[src/lemt_pkg.sv]
// Shared types and constants for the endpoint mask table.
// Used by lemt_mem, lemt_ctrl and link_endpoint_mask_table; no dependencies.
package lemt_pkg;

   localparam int ENTRIES_DEFAULT = 8;
   localparam int ADDR_W          = 48;
   localparam int MASK_W          = 8;
   localparam int OPC_W           = 2;
   localparam int STAT_W          = 2;

   typedef enum logic [OPC_W-1:0] {
      OP_CONNECT    = 2'd0,
      OP_DISCONNECT = 2'd1,
      OP_REMOVE     = 2'd2,
      OP_QUERY      = 2'd3
   } op_type;

   typedef enum logic [STAT_W-1:0] {
      STATUS_OK        = 2'd0,
      STATUS_FULL      = 2'd1,
      STATUS_NOT_FOUND = 2'd2
   } status_type;

   typedef enum logic [1:0] {
      ST_IDLE,
      ST_SCAN,
      ST_EXEC
   } state_type;

   // One stored entry: key and endpoint-type mask.
   typedef struct packed {
      logic [ADDR_W-1:0] addr;
      logic [MASK_W-1:0] mask;
   } entry_type;

   typedef struct packed {
      logic              valid;
      logic              found;
      status_type        status;
      logic [MASK_W-1:0] mask;
   } rsp_type;

endpackage

[src/lemt_mem.sv]
// Entry memory: one write port, one read port with registered read data.
// Depends on lemt_pkg for the entry type.
module lemt_mem #(
   parameter int  ENTRIES = lemt_pkg::ENTRIES_DEFAULT,
   localparam int IDX_W   = (ENTRIES > 1) ? $clog2(ENTRIES) : 1
) (
   input  logic                clock,
   input  logic                wr_en,
   input  logic [IDX_W-1:0]    wr_idx,
   input  lemt_pkg::entry_type wr_data,
   input  logic                rd_en,
   input  logic [IDX_W-1:0]    rd_idx,
   output lemt_pkg::entry_type rd_data
);
   import lemt_pkg::*;

   entry_type mem [ENTRIES];
   entry_type rd_data_ff;

   always_ff @(posedge clock) begin
      if (wr_en) begin
         mem[wr_idx] <= wr_data;
      end
   end

   always_ff @(posedge clock) begin
      if (rd_en) begin
         rd_data_ff <= mem[rd_idx];
      end
   end

   assign rd_data = rd_data_ff;

endmodule

[src/lemt_ctrl.sv]
// Sequencer: scans the entry memory one entry a cycle, keeps the valid bits,
// then applies the item with at most one write back. Depends on lemt_pkg.
module lemt_ctrl #(
   parameter int  ENTRIES = lemt_pkg::ENTRIES_DEFAULT,
   localparam int IDX_W   = (ENTRIES > 1) ? $clog2(ENTRIES) : 1
) (
   input  logic                          clock,
   input  logic                          reset,
   input  logic                          start,
   output logic                          busy,
   input  logic [lemt_pkg::OPC_W-1:0]    req_opcode,
   input  logic [lemt_pkg::ADDR_W-1:0]   req_device_address,
   input  logic [lemt_pkg::MASK_W-1:0]   req_type_mask,
   output logic                          rd_en,
   output logic [IDX_W-1:0]              rd_idx,
   input  lemt_pkg::entry_type           rd_data,
   output logic                          wr_en,
   output logic [IDX_W-1:0]              wr_idx,
   output lemt_pkg::entry_type           wr_data,
   output lemt_pkg::rsp_type             rsp
);
   import lemt_pkg::*;

   localparam int CNT_W = $clog2(ENTRIES + 1);

   state_type         state_ff, state_in;
   op_type            op_ff, op_in;
   logic [ADDR_W-1:0] addr_ff, addr_in;
   logic [MASK_W-1:0] tmask_ff, tmask_in;
   logic [CNT_W-1:0]  rd_cnt_ff, rd_cnt_in;
   logic              cmp_pend_ff, cmp_pend_in;
   logic [IDX_W-1:0]  cmp_idx_ff, cmp_idx_in;
   logic              hit_ff, hit_in;
   logic [IDX_W-1:0]  hit_idx_ff, hit_idx_in;
   logic [MASK_W-1:0] hit_mask_ff, hit_mask_in;
   logic              free_found_ff, free_found_in;
   logic [IDX_W-1:0]  free_idx_ff, free_idx_in;
   logic [ENTRIES-1:0] valid_ff, valid_in;
   logic              hit_now;
   logic              last_cmp;

   always_ff @(posedge clock) begin
      if (reset) begin
         state_ff      <= ST_IDLE;
         valid_ff      <= '0;
         cmp_pend_ff   <= 1'b0;
         hit_ff        <= 1'b0;
         free_found_ff <= 1'b0;
         rd_cnt_ff     <= '0;
      end else begin
         state_ff      <= state_in;
         valid_ff      <= valid_in;
         cmp_pend_ff   <= cmp_pend_in;
         hit_ff        <= hit_in;
         free_found_ff <= free_found_in;
         rd_cnt_ff     <= rd_cnt_in;
      end
   end

   always_ff @(posedge clock) begin
      op_ff       <= op_in;
      addr_ff     <= addr_in;
      tmask_ff    <= tmask_in;
      cmp_idx_ff  <= cmp_idx_in;
      hit_idx_ff  <= hit_idx_in;
      hit_mask_ff <= hit_mask_in;
      free_idx_ff <= free_idx_in;
   end

   assign hit_now  = cmp_pend_ff && valid_ff[cmp_idx_ff] && (rd_data.addr == addr_ff);
   assign last_cmp = (cmp_idx_ff == IDX_W'(ENTRIES - 1));

   always_comb begin
      state_in      = state_ff;
      op_in         = op_ff;
      addr_in       = addr_ff;
      tmask_in      = tmask_ff;
      rd_cnt_in     = rd_cnt_ff;
      cmp_pend_in   = cmp_pend_ff;
      cmp_idx_in    = cmp_idx_ff;
      hit_in        = hit_ff;
      hit_idx_in    = hit_idx_ff;
      hit_mask_in   = hit_mask_ff;
      free_found_in = free_found_ff;
      free_idx_in   = free_idx_ff;
      valid_in      = valid_ff;
      busy          = (state_ff != ST_IDLE);
      rd_en         = 1'b0;
      rd_idx        = rd_cnt_ff[IDX_W-1:0];
      wr_en         = 1'b0;
      wr_idx        = hit_ff ? hit_idx_ff : free_idx_ff;
      wr_data       = '{addr: addr_ff, mask: '0};
      rsp           = '{valid: 1'b0, found: 1'b0, status: STATUS_OK, mask: '0};

      unique case (state_ff)
         ST_IDLE: begin
            if (start) begin
               op_in         = op_type'(req_opcode);
               addr_in       = req_device_address;
               tmask_in      = req_type_mask;
               rd_cnt_in     = '0;
               cmp_pend_in   = 1'b0;
               hit_in        = 1'b0;
               free_found_in = 1'b0;
               state_in      = ST_SCAN;
            end
         end
         ST_SCAN: begin
            // issue the next read while comparing the previous one
            if (rd_cnt_ff < CNT_W'(ENTRIES)) begin
               rd_en     = 1'b1;
               rd_cnt_in = rd_cnt_ff + 1'b1;
            end
            cmp_pend_in = rd_en;
            cmp_idx_in  = rd_idx;
            if (cmp_pend_ff) begin
               if (hit_now) begin
                  hit_in      = 1'b1;
                  hit_idx_in  = cmp_idx_ff;
                  hit_mask_in = rd_data.mask;
                  cmp_pend_in = 1'b0;
                  state_in    = ST_EXEC;
               end else begin
                  // remember the lowest free slot for a possible allocation
                  if (!valid_ff[cmp_idx_ff] && !free_found_ff) begin
                     free_found_in = 1'b1;
                     free_idx_in   = cmp_idx_ff;
                  end
                  if (last_cmp) begin
                     cmp_pend_in = 1'b0;
                     state_in    = ST_EXEC;
                  end
               end
            end
         end
         ST_EXEC: begin
            rsp.valid = 1'b1;
            rsp.found = hit_ff;
            unique case (op_ff)
               OP_CONNECT: begin
                  priority if (hit_ff) begin
                     wr_en        = 1'b1;
                     wr_data.mask = hit_mask_ff | tmask_ff;
                     rsp.mask     = hit_mask_ff | tmask_ff;
                  end else if (free_found_ff) begin
                     // new entry starts empty, so its mask is the item's mask
                     wr_en                 = 1'b1;
                     wr_data.mask          = tmask_ff;
                     rsp.mask              = tmask_ff;
                     valid_in[free_idx_ff] = 1'b1;
                  end else begin
                     rsp.status = STATUS_FULL;
                  end
               end
               OP_DISCONNECT: begin
                  if (hit_ff) begin
                     wr_en        = 1'b1;
                     wr_data.mask = hit_mask_ff & ~tmask_ff;
                     rsp.mask     = hit_mask_ff & ~tmask_ff;
                  end else begin
                     rsp.status = STATUS_NOT_FOUND;
                  end
               end
               OP_REMOVE: begin
                  if (hit_ff) begin
                     valid_in[hit_idx_ff] = 1'b0;
                  end
               end
               OP_QUERY: begin
                  if (hit_ff) begin
                     rsp.mask = hit_mask_ff;
                  end
               end
               default: begin
                  rsp.status = STATUS_OK;
               end
            endcase
            state_in = ST_IDLE;
         end
         default: begin
            state_in = ST_IDLE;
         end
      endcase
   end

endmodule

[src/link_endpoint_mask_table.sv]
// Endpoint mask table, top level. An item scans the entries in order from index 0 until
// one matches or the last is compared, and its result is then registered onto rsp_valid;
// the scan reads the entry memory through its single read port, one entry a cycle.
// busy is low again in the strobe cycle, so a new item may start there.
// Synchronous reset clears all valid bits at once; no clearing pass is needed.
// The receiver cannot stall: rsp_valid is high for one cycle only, the fields hold after.
module link_endpoint_mask_table #(
   parameter int ENTRIES = lemt_pkg::ENTRIES_DEFAULT
) (
   input  logic                          clock,
   input  logic                          reset,
   input  logic                          start,
   output logic                          busy,
   input  logic [lemt_pkg::OPC_W-1:0]    req_opcode,
   input  logic [lemt_pkg::ADDR_W-1:0]   req_device_address,
   input  logic [lemt_pkg::MASK_W-1:0]   req_type_mask,
   output logic                          rsp_valid,
   output logic                          rsp_found,
   output logic [lemt_pkg::STAT_W-1:0]   rsp_status,
   output logic [lemt_pkg::MASK_W-1:0]   rsp_stored_mask
);
   import lemt_pkg::*;

   localparam int IDX_W = (ENTRIES > 1) ? $clog2(ENTRIES) : 1;

   logic             rd_en;
   logic [IDX_W-1:0] rd_idx;
   entry_type        rd_data;
   logic             wr_en;
   logic [IDX_W-1:0] wr_idx;
   entry_type        wr_data;
   rsp_type          rsp;

   logic              rsp_valid_ff;
   logic              rsp_found_ff;
   status_type        rsp_status_ff;
   logic [MASK_W-1:0] rsp_mask_ff;

   lemt_mem #(.ENTRIES(ENTRIES)) u_mem (
      .clock   (clock),
      .wr_en   (wr_en),
      .wr_idx  (wr_idx),
      .wr_data (wr_data),
      .rd_en   (rd_en),
      .rd_idx  (rd_idx),
      .rd_data (rd_data)
   );

   lemt_ctrl #(.ENTRIES(ENTRIES)) u_ctrl (
      .clock              (clock),
      .reset              (reset),
      .start              (start),
      .busy               (busy),
      .req_opcode         (req_opcode),
      .req_device_address (req_device_address),
      .req_type_mask      (req_type_mask),
      .rd_en              (rd_en),
      .rd_idx             (rd_idx),
      .rd_data            (rd_data),
      .wr_en              (wr_en),
      .wr_idx             (wr_idx),
      .wr_data            (wr_data),
      .rsp                (rsp)
   );

   // register the result so the strobe and fields come straight from flops
   always_ff @(posedge clock) begin
      if (reset) begin
         rsp_valid_ff <= 1'b0;
      end else begin
         rsp_valid_ff <= rsp.valid;
      end
   end

   always_ff @(posedge clock) begin
      if (rsp.valid) begin
         rsp_found_ff  <= rsp.found;
         rsp_status_ff <= rsp.status;
         rsp_mask_ff   <= rsp.mask;
      end
   end

   assign rsp_valid       = rsp_valid_ff;
   assign rsp_found       = rsp_found_ff;
   assign rsp_status      = rsp_status_ff;
   assign rsp_stored_mask = rsp_mask_ff;

endmodule
[config.mk]
export PLATFORM = sky130hd
export DESIGN_NAME = link_endpoint_mask_table
export DESIGN_NICKNAME = d
export VERILOG_FILES = /design/src/lemt_pkg.sv /design/src/lemt_mem.sv /design/src/lemt_ctrl.sv /design/src/link_endpoint_mask_table.sv
export SDC_FILE = /design/constraint.sdc
export NUM_CORES = 1
export LEC_CHECK = 0
export BUFFER_PORTS_ARGS = -buffer_cell sky130_fd_sc_hd__buf_2
export CAP_MARGIN = 25
export CORE_MARGIN = 2
export CORE_UTILIZATION = 50
export DETAILED_ROUTE_END_ITERATION = 6
export GPL_TIMING_DRIVEN = 0
export PLACE_DENSITY = 0.66
export SYNTH_ARGS = -nofsm -noshare
export SYNTH_HDL_FRONTEND = slang
export SYNTH_HIERARCHICAL = 1
export SYNTH_SLANG_ARGS = --single-unit
[constraint.sdc]
create_clock -name clock -period 7.6 [get_ports clock]
set_input_delay 0.76 -clock clock [delete_from_list [all_inputs] [get_ports clock]]
set_output_delay 0.76 -clock clock [all_outputs]
set_load 0.02 [all_outputs]
# Word-level counts from Yosys, hierarchy flattened
# Memory sizes are Yosys's and may differ from the RTL's. A register that Yosys moved wholly into a read port is not among the register bits.
# Cells that the tools add are included.
dict set report word_totals {
  register_bits 104
  ram_bits 448
  inputBits 61
  out_inout_bits 13
  word_cells 122
  memories 1
}
dict set report classes {
  add_sub_neg 1
  order_cmp 6
  eq_ne 17
  muxes 52
  bitwise_logic 7
  reduce_logical 21
}
# name words width read_ports rd_ports_with_merged_regs write_ports line_no
set memory_table {}
lappend memory_table {u_mem.mem 8 56 1 1 1 lemt_mem.sv:17} ;# entry_type mem [ENTRIES];
# cell count
set ops {}
lappend ops {{$mux 8} 8}
lappend ops {{$eq 48x48->1} 1}
lappend ops {{$pmux 8 s2} 2}
lappend ops {{$pmux 8 s3} 1}
lappend ops {{$mux 1} 22}
lappend ops {{$and 8x8->8} 2}
lappend ops {{$not 8->8} 2}
lappend ops {{$or 8x8->8} 2}
lappend ops {{$lt 3x4->1 const B} 3}
lappend ops {{$mux 12} 1}
lappend ops {{$ne 2x1->1 const B} 6}
lappend ops {{$mux 2} 5}
lappend ops {{$reduce_and 5->1} 2}
lappend ops {{$reduce_and 3->1} 3}
lappend ops {{$mux 4} 2}
lappend ops {{$pmux 1 s2} 4}
lappend ops {{$pmux 2 s2} 2}
lappend ops {{$pmux 4 s2} 1}
lappend ops {{$reduce_and 4->1} 2}
lappend ops {{$demux 1 s3} 2}
lappend ops {{$eq 2x2->1 const B} 3}
lappend ops {{$ge 3x1->1 const B} 2}
lappend ops {{$ne 2x2->1 const B} 3}
lappend ops {{$reduce_bool 2->1} 3}
lappend ops {{12 further kinds} 20}

# Depth between registers and ports, before layout
dict set report depth {
  ltp_word 8
  depth_mapped 7
  ltp_nobuf 6
}

# By module
# Netlist, hierarchy kept.
# mod n_inst cells_per_inst area_each_um2 seq_area_each_um2
set modules_own_cells {}
lappend modules_own_cells {lemt_mem 1 716 18535.3 15134.5}
lappend modules_own_cells {lemt_ctrl 1 397 4513.1 2592.5}
lappend modules_own_cells {link_endpoint_mask_table 1 13 364.1 350.3}

# Worst setup path before layout
# Ideal clock, no wire load.
dict set report synth_path {
  path_kind {reg2reg}
  startpoint {register u_ctrl.state_ff[0]}
  endpoint {memory u_mem/mem[0][0] (netlist name), enable pin}
  setup_time_ns 0.539
  arrival_ns 5.212
  required_ns 7.061
  setup_slack_ns 1.849
  stages_incl_launch_ff 8
  path_buffers 1
  period_less_slack_ns 5.751
  path_cell_list {dfxtp_1 > nand2b_1 > inv_1 > nand2b_1 > clkbuf_1 > nor2_1 > nand2b_1 > nor3_1}
}
dict set report synth_via {
  elab_chain_len 4
}
# item line_no
set synth_rtl {}
lappend synth_rtl {{start, declared} lemt_ctrl.sv:26} ;# state_type state_ff, state_in;
lappend synth_rtl {{start signal, assigned} lemt_ctrl.sv:51} ;# state_ff <= state_in;
lappend synth_rtl {{$eq 2x2->1} lemt_ctrl.sv:95} ;# unique case (state_ff)
lappend synth_rtl {{$mux 1} lemt_ctrl.sv:95}
lappend synth_rtl {{via wr_en} link_endpoint_mask_table.sv:29} ;# logic wr_en;
lappend synth_rtl {{$mux 1} lemt_mem.sv:21} ;# if (wr_en) begin
lappend synth_rtl {{$mux 1 (implied by the code)} lemt_mem.sv:22} ;# mem[wr_idx] <= wr_data;
lappend synth_rtl {{end, declared} lemt_mem.sv:17}
# The timed path passes the listed nets, and every way through them passes these cells.

# Worst setup path in the final report
dict set report layout_path {
  startpoint {register u_ctrl.state_ff[0]}
  endpoint {memory u_mem/mem[7][35] (netlist name), enable pin}
}
# Same word-level chain as after synthesis.

==> results.cfg <==
[sta]
period_needed_ns = 3.36
relSlewSlack_pct = 34.3
rsz0062_at_grt = false
slew_viol_final = 0
post-route-period-util_pct = 44.3
hold_viol = 0
tightestPinTransition_ns = 0.977
fmax_ghz = 0.297
clock_skew_ns = 0.0217
finalSetupViolCount = 0

[placed_design]
place_area_sq_um = 25300
place.gp.congestion = 0.845
hpwl_microns = 31000
io_buffers = 73

[worst_setup_path]
critPathArrivalTime_ns = 3.68
timing_worst_setup_path_type = reg -> reg
crit_buf_inv = 5
critPathLaunchType = flop
endpoint_kind = flop
required_ns = 7.92
crit_top_cell = buf_16
path_delay_family = simple AND/OR/NAND/NOR gates
cp_slowest_cell = nor2_4
path_cells = nand2b_1 > inv_1 > nand2b_1 > clkbuf_1 > nor2_1 > nand2_1 > nor2_4 > buf_16 > buf_16 > buf_16
critPathMaxStageDelay_ns = 0.60
cp_max_fo = 17

[global_routing]
grt_pass1_vias = 11300
overflow = 0
grt_max_degree = 50
grt_usage_pct = 20.5
antenna_found_initial = 0
grt_pass1_wl_microns = 72200

[die]
core_sq_um = 46400
dieArea_sq_um = 48600
die_h_microns = 220
rows = 79
ios = 74
initial_utilization_pct = 50.5
die-width_microns = 220

[cells_and_area]
nets = 1358
drive_above_1_share_pct = 29.7
area_delta_synth_final_pct = 15.9
fin_area_sq_um = 27100
antenna_cells = 0
fin_util_pct = 58.5
fillers = 3306

[routing]
finalWirelength_microns = 48600
drt_iter0_markers = 1271
ant_nets = 0
via_per_inst = 5.82
wl_per_cell_microns = 24.9
wl_met3_microns = 3170
drc = 0
wirelength_met1_microns = 21100
wl_met2_microns = 23500
vias = 11300
top_layer = met4
dr.pass1.iters = 5

[clock_tree]
postCtsSetupBuffers = 0
cts_hold_buffers = 0
clock_sinks = 608
cts_resized = 0
ctsHtreeMaxLevel = 2
clockBufferDepth = 3
numCtsBuffers = 60
path_clk_slew_ns = 0.07
cts_tree = yes
insertion_delay_ns = 0.62
cts-root-buf = clkbuf_16

[yosys]
ys.flop_type = edfxtp_1
syn_area_sq_um = 23400
synth_seq_cells = 608
synth_edf_count = 590
ys.warnings.count = 6
synth_cell_types = 47
syn-num-nets = 1188
yosysSeqAreaShare_pct = 77.2
synth_cells = 1126
async_flop_share_pct = 0
syn_area_per_cell_sq_um = 20.8

[status]
status = finished, final reports clean

[power_and_ir_drop]
power_frac_comb_pct = 15.9
peakVddDrop_uv = 223
intPower_w = 0.00626
power_switching_w = 0.00221
seqPwrFrac_pct = 51.0
netSwitchingFraction_pct = 26.1
pwr_density_cell_nw_per_um2 = 312
clockPowerShare_pct = 33.2
power_leakage_nw = 8.38

[hold_path]
hold_class = in -> reg

[run]
maxCapViolCount = 0
[kinds of logic (layout without fill, tap and decap cells)]
family	count (synthesis)	after routing	share of synthesized area (%)
AND/OR/NAND/NOR	155	155	3.62
adder cells (fa/ha/maj)	1	1	0.0534
flip-flops	608	608	77.2
multiplexers	182	182	14.2
AO/OA/AOI/OAI	72	72	1.90
buffers and inverters	66	281	1.42
XOR/XNOR	42	42	1.60
[placed cells by master, fill, tap and decap left out, types with 19 or more instances in the layout]
cell type / count
a21oi_1: 36
buf_2: 78
buf_6: 23
clkbuf_1: 32
clkbuf_16: 60
edfxtp_1: 590
mux2_2: 59
mux4_2: 114
nand2b_1: 23
nor2_1: 32
nor3_1: 19
xnor2_1: 26
[state kept, by name, indices dropped and copies added, names as in the netlist]
| name | cells |
|---|---|
| rsp_status | 2 |
| u_mem/mem | 448 |
| u_mem/rd_data | 56 |
| rsp_found | 1 |
| u_ctrl/state_ff | 2 |
| u_ctrl/op_ff | 2 |
| u_ctrl/hit_mask_ff | 8 |
| u_ctrl/cmp_pend_ff | 1 |
| u_ctrl/valid_ff | 8 |
| u_ctrl/tmask_ff | 8 |
| u_ctrl/hit_idx_ff | 3 |
| rsp_stored_mask | 8 |
| u_ctrl/hit_ff | 1 |
| u_ctrl/free_idx_ff | 3 |
| u_ctrl/rd_cnt_ff | 4 |
| u_ctrl/addr_ff | 48 |
| u_ctrl/free_found_ff | 1 |
| rsp_valid | 1 |
| u_ctrl/cmp_idx_ff | 3 |
[power by group through the flow]
stage               registers, W  clock network (W)  logic (W)
floorplan                0.00433                  0   0.000912
global route             0.00436            0.00300    0.00144
global placement         0.00441                  0    0.00129
finish                   0.00432            0.00281    0.00134
CTS                      0.00432            0.00287    0.00136
detailed placement       0.00439                  0    0.00136
[worst paths after layout]
check,startpoint,end,slack [ns],depth (start not counted)
hold reg to reg,u_mem/rd_data[5],u_ctrl/hit_mask_ff[5],0.42,0
setup / recovery,u_ctrl/state_ff[0],u_mem/mem[7][35],4.24,10
setup reg to reg,u_ctrl/state_ff[0],u_mem/mem[7][35],4.24,10
hold / removal,req_device_address[33],u_ctrl/addr_ff[33],0.31,1
[routing by layer]
| layer | GRT usage (%) | vias to the layer above |
|---|---|---|
| li1 | - | 4948 |
| met1 | 30.1 | 5934 |
| met2 | 32.6 | 399 |
| met3 | 3.85 | 61 |
| met4 | 4.38 | 0 |
| met5 | 0 | - |
[synthesized netlist by cell type, types with 2 or more instances]
library cell / number / share of area [%]
a211oi_1: 3 / 0.096
a21oi_1: 36 / 0.77
a22oi_1: 8 / 0.26
a31oi_1: 3 / 0.080
and2_1: 2 / 0.053
and2b_1: 2 / 0.064
buf_1: 8 / 0.13
buf_2: 5 / 0.11
buf_4: 3 / 0.096
buf_6: 9 / 0.43
clkbuf_1: 23 / 0.37
dfxtp_1: 18 / 1.5
edfxtp_1: 590 / 76
inv_1: 18 / 0.29
mux2_2: 59 / 2.8
mux2i_1: 9 / 0.38
mux4_2: 114 / 11
nand2_1: 15 / 0.24
nand2b_1: 23 / 0.61
nand3_1: 6 / 0.13
nand3b_1: 3 / 0.096
nand4_1: 15 / 0.40
nand4b_1: 4 / 0.15
nor2_1: 39 / 0.63
nor2b_1: 5 / 0.13
nor3_1: 21 / 0.45
nor3b_1: 2 / 0.064
nor4_1: 7 / 0.19
o2111ai_1: 3 / 0.11
o21a_1: 8 / 0.26
o21ai_0: 7 / 0.15
or4_1: 4 / 0.13
xnor2_1: 26 / 0.97
xor2_1: 15 / 0.56
[worst reg2reg max path, delay by kind of cell (launching register included)]
kind          cells  cell delay, ns
simple gates      5            1.41
flops             1            0.36
buf+inv           5            1.29
[layout make-up]
type                            count  area [sq um]  share of cell area, %
Tap cell                          607           759                   2.80
Multi-Input combinational cell    452          5060                   18.7
Clock buffer                       69          1540                   5.66
Inverter                           18          70.1                  0.258
Timing Repair Buffer              108          1040                   3.82
Buffer                             48           265                  0.978
Clock inverter                     38           318                   1.17
Sequential cell                   608         18100                   66.6
[metrics by stage]
stage | power [W] | cells | setup WS [ns] | setup TNS, ns | hold WS [ns]
after detailed placement | 0.00574 | 1840 | 4.21 | 0 | 0.407
final | 0.00848 | 1948 | 4.24 | 0 | 0.314
after global placement | 0.00570 | 1806 | -2.60 | -289.18 | 0.402
after CTS | 0.00855 | 1947 | 4.20 | 0 | 0.279
after floorplan | 0.00524 | 1126 | 1.85 | 0 | 0.400
after global routing | 0.00880 | 1948 | 4.04 | 0 | 0.287
(Power assumes the default switching activity.)
